$ cat src/rtl/rlbd_pkg.sv
// Shared types, constants and codes for the resistor-ladder keypad decoder.
package rlbd_pkg;

    localparam int SAMPLE_W  = 10;
    localparam int BUTTON_W  = 3;
    localparam int HOLD_W    = 16;
    localparam int IVAL_W    = 8;
    localparam int TICK_W    = 9;
    localparam int CFG_ADDR_W = 2;
    localparam int CFG_DATA_W = 16;

    typedef logic [SAMPLE_W-1:0]   t_sample;
    typedef logic [BUTTON_W-1:0]   t_button;
    typedef logic [HOLD_W-1:0]     t_hold;
    typedef logic [IVAL_W-1:0]     t_ival;
    typedef logic [TICK_W-1:0]     t_tick;
    typedef logic [CFG_ADDR_W-1:0] t_cfg_addr;
    typedef logic [CFG_DATA_W-1:0] t_cfg_data;

    typedef enum logic [1:0] {
        EV_QUICK_RELEASE = 2'd0,
        EV_LONG_BEGIN    = 2'd1,
        EV_LONG_RELEASE  = 2'd2
    } t_event_kind;

    typedef enum logic [CFG_ADDR_W-1:0] {
        CFG_HOLD_PERIOD     = 2'd0,
        CFG_SAMPLE_INTERVAL = 2'd1,
        CFG_SINGLE_SWITCH   = 2'd2
    } t_cfg_index;

    localparam t_hold HOLD_PERIOD_RST     = 16'd1000;
    localparam t_ival SAMPLE_INTERVAL_RST = 8'd50;

    localparam t_button BTN_NONE = 3'd0;
    localparam t_button BTN_1    = 3'd1;
    localparam t_button BTN_2    = 3'd2;
    localparam t_button BTN_3    = 3'd3;
    localparam t_button BTN_4    = 3'd4;

    // Windows on sample/10, open at both ends.
    localparam int DIV        = 10;
    localparam int NONE_V_LO  = 95;
    localparam int NONE_V_HI  = 105;
    localparam int B1_V_LO    = 82;
    localparam int B1_V_HI    = 94;
    localparam int B2_V_LO    = 70;
    localparam int B2_V_HI    = 81;
    localparam int B3_V_LO    = 50;
    localparam int B3_V_HI    = 70;
    localparam int B4_V_HI    = 10;
    localparam int SINGLE_RAW_HI = 3;

    // Same windows moved onto the raw sample: v > lo <=> raw >= (lo+1)*DIV,
    // v < hi <=> raw < hi*DIV.
    localparam int RAW_W = SAMPLE_W + 1;
    localparam logic [RAW_W-1:0] NONE_RAW_LO = RAW_W'((NONE_V_LO + 1) * DIV);
    localparam logic [RAW_W-1:0] NONE_RAW_HI = RAW_W'(NONE_V_HI * DIV);
    localparam logic [RAW_W-1:0] B1_RAW_LO   = RAW_W'((B1_V_LO + 1) * DIV);
    localparam logic [RAW_W-1:0] B1_RAW_HI   = RAW_W'(B1_V_HI * DIV);
    localparam logic [RAW_W-1:0] B2_RAW_LO   = RAW_W'((B2_V_LO + 1) * DIV);
    localparam logic [RAW_W-1:0] B2_RAW_HI   = RAW_W'(B2_V_HI * DIV);
    localparam logic [RAW_W-1:0] B3_RAW_LO   = RAW_W'((B3_V_LO + 1) * DIV);
    localparam logic [RAW_W-1:0] B3_RAW_HI   = RAW_W'(B3_V_HI * DIV);
    localparam logic [RAW_W-1:0] B4_RAW_HI   = RAW_W'(B4_V_HI * DIV);
    localparam logic [RAW_W-1:0] SINGLE_RAW  = RAW_W'(SINGLE_RAW_HI);

    typedef struct packed {
        t_button button;
        logic    keep;        // sample outside every window
        logic    clear_hold;  // no-key window seen
    } t_decode;

endpackage

$ cat src/rtl/rlbd_decode.sv
// Sample-to-button window decoder for ladder and single-switch modes.
module rlbd_decode (
    input  rlbd_pkg::t_sample i_adc_sample,
    input  logic              i_single_switch,
    output rlbd_pkg::t_decode o_decode
);
    import rlbd_pkg::*;

    logic [RAW_W-1:0] raw;

    assign raw = {1'b0, i_adc_sample};

    always_comb begin
        o_decode = '{button: BTN_NONE, keep: 1'b0, clear_hold: 1'b0};
        if (i_single_switch) begin
            if (raw < SINGLE_RAW) begin
                o_decode.button = BTN_1;
            end else begin
                o_decode.clear_hold = 1'b1;
            end
        end else if (raw >= NONE_RAW_LO && raw < NONE_RAW_HI) begin
            o_decode.clear_hold = 1'b1;
        end else if (raw >= B1_RAW_LO && raw < B1_RAW_HI) begin
            o_decode.button = BTN_1;
        end else if (raw >= B2_RAW_LO && raw < B2_RAW_HI) begin
            o_decode.button = BTN_2;
        end else if (raw >= B3_RAW_LO && raw < B3_RAW_HI) begin
            o_decode.button = BTN_3;
        end else if (raw < B4_RAW_HI) begin
            o_decode.button = BTN_4;
        end else begin
            o_decode.keep = 1'b1;
        end
    end

endmodule

$ cat src/rtl/resistor_ladder_button_decoder_top.sv
// Top level of the resistor-ladder keypad decoder with long-press detection.
//
// Can take a new sample in every clock cycle; a result, when a tick causes
// one, is loaded into the output register on the sample transfer. The input
// side stalls only while that output register holds a result that the
// receiver is stalling, so while the receiver does not stall the sustained
// rate is one sample per cycle, set by the single combinational pass from the
// sample port and the state registers into the result register.
module resistor_ladder_button_decoder_top (
    input  logic                  i_clk,
    input  logic                  i_rst_n,
    input  logic                  i_cfg_we,
    input  rlbd_pkg::t_cfg_addr   i_cfg_addr,
    input  rlbd_pkg::t_cfg_data   i_cfg_wdata,
    input  logic                  i_in_valid,
    output logic                  o_in_stall,
    input  rlbd_pkg::t_sample     i_adc_sample,
    output logic                  o_out_valid,
    input  logic                  i_out_stall,
    output rlbd_pkg::t_button     o_button,
    output rlbd_pkg::t_event_kind o_event_kind
);
    import rlbd_pkg::*;

    localparam t_tick TICK_MAX = '1;
    localparam t_hold HOLD_MAX = '1;

    t_hold       r_hold_period;
    t_ival       r_sample_interval;
    logic        r_single_switch;

    t_tick       r_ticks, n_ticks;
    t_hold       r_held, n_held;
    t_button     r_cur, n_cur;
    logic        r_long, n_long;
    logic        r_hold_rep, n_hold_rep;

    logic        r_out_valid, n_out_valid;
    t_button     r_out_button, n_out_button;
    t_event_kind r_out_kind, n_out_kind;

    t_decode     dec;
    logic        in_xfer;
    logic        out_xfer;
    t_tick       ticks_inc;
    t_hold       held_inc;
    t_button     nb;
    logic        hold_rep_d;
    logic        res_valid;
    t_button     res_button;
    t_event_kind res_kind;

    rlbd_decode u_decode (
        .i_adc_sample    (i_adc_sample),
        .i_single_switch (r_single_switch),
        .o_decode        (dec)
    );

    assign out_xfer   = r_out_valid && !i_out_stall;
    assign o_in_stall = r_out_valid && i_out_stall;
    assign in_xfer    = i_in_valid && !o_in_stall;

    assign ticks_inc = (r_ticks != TICK_MAX) ? r_ticks + 1'b1 : r_ticks;
    assign held_inc  = (r_held != HOLD_MAX) ? r_held + 1'b1 : r_held;

    always_comb begin
        n_ticks    = ticks_inc;
        n_held     = held_inc;
        n_cur      = r_cur;
        n_long     = r_long;
        n_hold_rep = r_hold_rep;
        nb         = r_cur;
        hold_rep_d = r_hold_rep;
        res_valid  = 1'b0;
        res_button = r_cur;
        res_kind   = EV_QUICK_RELEASE;

        if (ticks_inc > {1'b0, r_sample_interval}) begin
            n_ticks    = '0;
            nb         = dec.keep ? r_cur : dec.button;
            hold_rep_d = dec.clear_hold ? 1'b0 : r_hold_rep;
            if (nb != r_cur) begin
                n_held = '0;
                if (nb == BTN_NONE) begin
                    res_valid  = 1'b1;
                    res_button = r_cur;
                    res_kind   = r_long ? EV_LONG_RELEASE : EV_QUICK_RELEASE;
                end
            end
            n_cur      = nb;
            n_hold_rep = hold_rep_d;
            if (n_held > r_hold_period && nb != BTN_NONE) begin
                n_long = 1'b1;
                if (!hold_rep_d) begin
                    n_hold_rep = 1'b1;
                    res_valid  = 1'b1;
                    res_button = nb;
                    res_kind   = EV_LONG_BEGIN;
                end
            end else begin
                n_long = 1'b0;
            end
        end
    end

    // Output register: load on a sample transfer, drop once taken.
    always_comb begin
        n_out_valid  = r_out_valid;
        n_out_button = r_out_button;
        n_out_kind   = r_out_kind;
        if (in_xfer) begin
            n_out_valid  = res_valid;
            n_out_button = res_button;
            n_out_kind   = res_kind;
        end else if (out_xfer) begin
            n_out_valid = 1'b0;
        end
    end

    always_ff @(posedge i_clk) begin
        if (!i_rst_n) begin
            r_hold_period     <= HOLD_PERIOD_RST;
            r_sample_interval <= SAMPLE_INTERVAL_RST;
            r_single_switch   <= 1'b0;
        end else if (i_cfg_we) begin
            case (i_cfg_addr)
                CFG_HOLD_PERIOD:     r_hold_period     <= i_cfg_wdata;
                CFG_SAMPLE_INTERVAL: r_sample_interval <= i_cfg_wdata[IVAL_W-1:0];
                CFG_SINGLE_SWITCH:   r_single_switch   <= i_cfg_wdata[0];
                default: ;
            endcase
        end
    end

    always_ff @(posedge i_clk) begin
        if (!i_rst_n) begin
            r_ticks     <= '0;
            r_held      <= '0;
            r_cur       <= BTN_NONE;
            r_long      <= 1'b0;
            r_hold_rep  <= 1'b0;
            r_out_valid <= 1'b0;
        end else begin
            if (in_xfer) begin
                r_ticks    <= n_ticks;
                r_held     <= n_held;
                r_cur      <= n_cur;
                r_long     <= n_long;
                r_hold_rep <= n_hold_rep;
            end
            r_out_valid <= n_out_valid;
        end
    end

    always_ff @(posedge i_clk) begin
        r_out_button <= n_out_button;
        r_out_kind   <= n_out_kind;
    end

    assign o_out_valid  = r_out_valid;
    assign o_button     = r_out_button;
    assign o_event_kind = r_out_kind;

endmodule

$ cat config.mk
export PLATFORM = sky130hd
export DESIGN_NAME = resistor_ladder_button_decoder_top
export DESIGN_NICKNAME = d
export VERILOG_FILES = /design/src/rtl/rlbd_pkg.sv /design/src/rtl/rlbd_decode.sv /design/src/rtl/resistor_ladder_button_decoder_top.sv
export SDC_FILE = /design/constraint.sdc
export NUM_CORES = 1
export LEC_CHECK = 0
export BUFFER_PORTS_ARGS = -buffer_cell sky130_fd_sc_hd__buf_2
export CAP_MARGIN = 20
export CORE_UTILIZATION = 42
export CTS_CLUSTER_SIZE = 20
export DETAILED_ROUTE_END_ITERATION = 8
export SETUP_SLACK_MARGIN = 0.4
export SYNTH_ARGS = -nofsm -noshare
export SYNTH_HDL_FRONTEND = slang
export SYNTH_SLANG_ARGS = --single-unit
$ cat constraint.sdc
create_clock -name i_clk -period 5.5 [get_ports i_clk]
set_input_delay 0.55 -clock i_clk [delete_from_list [all_inputs] [get_ports i_clk]]
set_output_delay 0.55 -clock i_clk [all_outputs]
set_load 0.02 [all_outputs]
Word level (Yosys, flattened, before mapping)
Cells that the tools add are included.
Operators by class
  reductions and logical operators: 18
  add/subtract/negate cells: 2
  equal/unequal tests: 5
  order comparisons: 12
  multiplexer cells: 40
Operator list (number)
  16-bit 2-to-1 mux: 4
  10-bit >= comparator, second input constant: 3
  10-bit less-than comparator, second input constant: 3
  3-bit 2-to-1 mux: 9
  1-bit 2-to-1 mux: 19
  9-bit 2-to-1 mux: 2
  16-bit by 1-bit adder with 16-bit output, second input constant: 1
  16-bit greater-than comparator: 1
  16-bit inequality test, second input constant: 1
  10-bit by 11-bit less-than comparator with 1-bit output, second input constant: 1
  10-bit by 9-bit >= comparator with 1-bit output, second input constant: 1
  10-bit by 2-bit less-than comparator with 1-bit output, second input constant: 1
  10-bit by 7-bit less-than comparator with 1-bit output, second input constant: 1
  2-bit 2-to-1 mux: 5
  9-bit by 1-bit adder with 9-bit output, second input constant: 1
  9-bit by 8-bit greater-than comparator with 1-bit output: 1
  9-bit inequality test, second input constant: 1
  1-bit logical AND: 8
  2-bit AND reduction: 4
  4-bit 2-to-1 mux: 1
  3-bit zero test: 1
  3-bit inequality test: 1
  3-bit nonzero test: 1
  2-bit by 1-bit equality test with 1-bit output, second input constant: 1
  4 further kinds: 5
Word-level totals
  output and inout port bits: 7
  bits in registers: 61
  bits of input ports: 33

Longest topological paths before layout
  word-level depth: 16
  mapped depth: 19
  mapped depth without buffers: 16

Hierarchy
From an unflattened synthesis, not the netlist that was laid out.
Second synthesis, totals
  cells, all modules: 512
  area total of the unflattened synthesis: 3975.1 um^2
By module, submodules not included
  resistor_ladder_button_decoder_top: instances 1, sequential area each 1271.2 um^2, cells each 479, area an instance 3757.4 um^2
  rlbd_decode: instances 1, sequential area each 0.0 um^2, cells each 33, area an instance 217.7 um^2

Worst setup path after synthesis
Ideal clock, no wire load.
  path type: input to register
  start: input port i_adc_sample[3]
  end: register r_out_button[0] (netlist: o_button[0]) (data pin)
  cell stages on the path: 19
  arrival: 4337 ps
  data required time: 5238 ps
  setup slack: 901 ps
  cell sequence: and3_4 a2111oi_2 or3_1 buf_4 or4b_1 a311oi_4 nor2b_2 buf_6 buf_8 nor2_4 ha_1 nand4_1 nor4_1 o41ai_1 o211a_1 a211oi_1 and3_1 clkbuf_1 mux2_1
On the way
  longest elaborated chain between the ends: 15
Ends and longest elaborated chain
  from (decl): line resistor_ladder_button_decoder_top.sv:17  | input rlbd_pkg::t_sample i_adc_sample,
  10-bit by 7-bit less-than comparator with 1-bit output (tied with other cells): line rlbd_decode.sv:29  | end else if (raw < B4_RAW_HI) begin
  1-bit 2-to-1 mux (tied with other cells): line rlbd_decode.sv:29
  1-bit 2-to-1 mux / 3-bit 2-to-1 mux (equally long branches): line rlbd_decode.sv:27  | end else if (raw >= B3_RAW_LO && raw < B3_RAW_HI) begin
  1-bit 2-to-1 mux / 3-bit 2-to-1 mux (equally long branches): line rlbd_decode.sv:25  | end else if (raw >= B2_RAW_LO && raw < B2_RAW_HI) begin
  1-bit 2-to-1 mux / 3-bit 2-to-1 mux (equally long branches): line rlbd_decode.sv:23  | end else if (raw >= B1_RAW_LO && raw < B1_RAW_HI) begin
  4-bit 2-to-1 mux: line rlbd_decode.sv:21  | end else if (raw >= NONE_RAW_LO && raw < NONE_RAW_HI) begin
  1-bit 2-to-1 mux / 3-bit 2-to-1 mux (equally long branches): line rlbd_decode.sv:15  | if (i_single_switch) begin
  3-bit 2-to-1 mux: line resistor_ladder_button_decoder_top.sv:80  | nb = dec.keep ? r_cur : dec.button;
  3-bit inequality test: line resistor_ladder_button_decoder_top.sv:82  | if (nb != r_cur) begin
  16-bit 2-to-1 mux: line resistor_ladder_button_decoder_top.sv:82
  16-bit 2-to-1 mux: line resistor_ladder_button_decoder_top.sv:78  | if (ticks_inc > {1'b0, r_sample_interval}) begin
  16-bit greater-than comparator: line resistor_ladder_button_decoder_top.sv:92  | if (n_held > r_hold_period && nb != BTN_NONE) begin
  1-bit logical AND: line resistor_ladder_button_decoder_top.sv:92
  3-bit 2-to-1 mux *: line resistor_ladder_button_decoder_top.sv:92
  3-bit 2-to-1 mux *: line resistor_ladder_button_decoder_top.sv:78
  via res_button[0]: line resistor_ladder_button_decoder_top.sv:50  | t_button res_button;
  to (signal assigned): line resistor_ladder_button_decoder_top.sv:156  | r_out_button <= n_out_button;
  to (decl): line resistor_ladder_button_decoder_top.sv:39  | t_button r_out_button, n_out_button;
The timed path passes the listed nets; every way through them passes the cells marked *. The select of a mux whose other input is x is not followed.
A chain may end at the register's enable or synchronous reset.

Final worst setup path
  start: input port i_adc_sample[1]
  end: register r_out_button[0] (netlist: o_button[0]) (data pin)
The elaborated chain is that of the path after synthesis.

==> summary.md <==
| Metric | Value |
|---|---|
| Status | `finished clean` |
| Max Root-Sink Buffers | `2` |
| Core box area | `9240 µm²` |
| Hold Crit Class | `in2reg` |
| Synth Flop Type | `dfxtp_1` |
| Maximum vdd drop | `0.128 mV` |
| Clk Latency, worst-skew pair | `0.35 ns` |
| CTS Sinks | `61` |
| Worst hold endpoint | `r_hold_period[8]` |
| DRC viols | `0` |
| Tmin final | `4.67 ns` |
| Synth top cells by count | `nand2_1, dfxtp_1, a21oi_1` |
| Fmax | `214 MHz` |
| Synthesized flop and latch total | `61` |
| Pwr/cell area | `224 nW/µm²` |
| Endpoint class of the critical path | `flop` |
| Leak pwr | `0.00183 µW` |
| Clock Pin Slew Worst Setup and Hold Paths | `0.06 ns` |
| Crit-path slowest cell | `a2111oi_0` |
| Dpl ws | `0.314 ns` |
| H-tree depth | `3` |
| R2R Setup Slk | `1.02 ns` |
| Critical path's top delay family | `simple AND/OR/NAND/NOR gates` |
| Share of layout cells above drive strength 1 | `15.8%` |
| CP Cell Sequence | `buf_2 > a2111oi_0 > o32ai_1 > nor3_1 > or4b_1 > a311oi_4 > nor2b_4 > buf_4 > nor2_4 > ha_1 > nand4_1 > nor4_1 > o41ai_1 > o211a_1 > a211oi_1 > and3_1 > mux2_1` |
| Clock skew | `0.00831 ns` |
| Root buf cell | `clkbuf_8` |
| Number of vias per cell | `5.49` |
| Number of diodes | `0` |
| Count of pins over their slew limit | `0` |
| Least-Margin Pin Slew | `0.903 ns` |
| Nets | `606` |
| Crit start category | `input port` |
| Req. time, crit path | `5.59 ns` |
| Critical path arrival | `4.76 ns` |
| Die span in y | `99.9 µm` |
| Worst reg2reg endpoint | `o_button[0]` |
| Synth cell types | `68` |
| Ys Warns | `0` |
| Area grow syn2layout | `12.6%` |
| Final Hold Viols | `0` |
| Largest net degree at the start of global routing | `35` |
| Slew HR | `39.6%` |
| HPWL after detailed placement | `7080 µm` |
| Die X | `99.9 µm` |
| Peak fanout along the critical path | `9` |
| DIE AREA | `9980 µm²` |
| Top area cells in the synthesized netlist | `dfxtp_1, ha_1, nand2_1` |
| Ports | `40` |
| Asr flop ratio synth | `0%` |
| Min-Delay Path Depth | `3` |
| Global-route wire length before repair | `16700 µm` |
| Hold-fix buffers, CTS | `0` |
| Reg2Reg Depth | `17` |
| Gpl congestion | `0.882` |
| Synth top area share | `27.9%` |
| Mapped Cells | `515` |
| Antenna Nets Post-Route | `0` |
| Worst path buffer plus inverter count | `2` |
| Max stage delay on crit path | `0.43 ns` |
| Leading area contributor after synthesis | `dfxtp_1` |
| DR pass1 iterations | `5` |
| Synth Area per Inst | `7.82 µm²` |
| Top-count cell post-synth | `nand2_1` |
| Vias | `3734` |
| Synthesized net count | `574` |
| CTS tree | `done` |
| Final setup violation count | `0` |
| Total CTS buffers | `9` |
| Number of global-route vias before repair | `3566` |
| Post-DR wirelength/cell | `14.5 µm` |
| Total grt overflow | `0` |
| IO buf count | `39` |
| Mapped cell area | `4030 µm²` |
| Max cap viols | `0` |
| Iteration-0 DRC Markers | `170` |
| Hold path startpoint | `i_cfg_wdata[8]` |
| Initial antenna violation count | `0` |
| Post-CTS setup repair buffer count | `0` |
| TNS Setup | `0 ns` |
| CP Class | `in2reg` |
| Period Utilization, post-route | `84.9%` |
| Number of flops mapped to enable cells by yosys | `5` |
| Total Routing Usage GR | `21.1%` |
| FP Rows | `35` |
| Setup ws final | `0.829 ns` |
| WL final | `9840 µm` |
| RSZ-0062 raised after global routing | `false` |
| Starting Density | `43.6%` |
| Worst reg2reg startpoint | `r_held[0]` |
| Post-synthesis sequential area ratio | `31.6%` |
## through the flow
step	instance area (µm²)	instances	hold slack, ns	power, µW	utilization, %
2_1_floorplan	4030	515	0.436	564	-
3_3_place_gp	4320	665	0.444	597	46.8
4_1_cts	4530	680	0.421	1030	49.0
3_5_place_dp	4320	665	0.451	599	46.8
6_report	4530	680	0.429	1020	49.0
5_1_grt	4530	680	0.446	1060	49.0
## final cells by class
class	instances	area [µm²]
Inverter	35	131
Clock inverter	1	30.0
Tap cell	129	161
Timing Repair Buffer	49	270
Fill cell	948	4710
Sequential cell	61	1270
Multi-Input combinational cell	391	2490
Clock buffer	14	173
## tightest hold or removal path, stage by stage
cell	delay, ns
buf_2	0.07
nand2_1	0.04
o211ai_1	0.07
## layer usage
| layer | vias up | GRT usage [%] | part of all wire (%) |
|---|---|---|---|
| met5 | - | 0 | 0 |
| met4 | 0 | 6.56 | 1.8 |
| met3 | 16 | 4.53 | 4.0 |
| met2 | 74 | 36.0 | 47 |
| met1 | 1741 | 26.5 | 47 |
| li1 | 1903 | - | - |
## where the power goes
group / internal [µW] / switching [µW]
Combinational: 46.3 / 79.9
Sequential: 458 / 7.03
Clock: 245 / 180
Total: 749 / 267
## logic make-up after synthesis
logic type | synth area share (%)
adder cells (fa/ha/maj) | 8.08
multiplexers | 1.06
flip-flops | 31.6
AO/OA/AOI/OAI | 21.1
XOR/XNOR | 3.48
buffers and inverters | 6.68
AND/OR/NAND/NOR | 28.0
## cells in the final DEF, fill, tap and decap left out, types with 5 or more instances in the layout
cell type  count
a211oi_1       9
a21oi_1       52
and2_1         5
and3_1         7
buf_2         39
buf_4         10
clkbuf_8      12
dfxtp_1       56
edfxtp_1       5
ha_1          26
inv_1         33
nand2_1       82
nand3_1       25
nand4_1       13
nor2_1        28
nor2_4        10
nor3_1        16
nor4_1         5
o211ai_1      10
o21ai_0        6
o21ai_1        7
o22ai_1        6
xnor2_1       10
xor2_1         6
## registers in the layout, indices dropped and copies added, names as in the netlist
register,flops
r_sample_interval,8
o_button,3
o_out_valid,1
r_long,1
r_cur,3
r_ticks,9
r_hold_rep,1
r_hold_period,16
o_event_kind,2
r_held,16
r_single_switch,1
## worst max-delay path by stage
stage                          startpoint     endpoint  slack (ns)  cells past startpoint
after floorplan           i_adc_sample[3]  o_button[0]        0.90                     19
after global placement    i_adc_sample[1]  o_button[0]        0.43                     17
after detailed placement  i_adc_sample[1]  o_button[0]        0.31                     17
after CTS                 i_adc_sample[1]  o_button[0]        0.65                     17
after global routing      i_adc_sample[1]  o_button[0]        0.60                     17
final                     i_adc_sample[1]  o_button[0]        0.83                     17
## what timing repair did
item                                   4_1_cts  5_1_grt
endpoints found under the hold margin        0        0
setup endpoints to repair                    0        1
resized for setup                            0        1
Note: power is estimated with default switching activity, not from simulation.
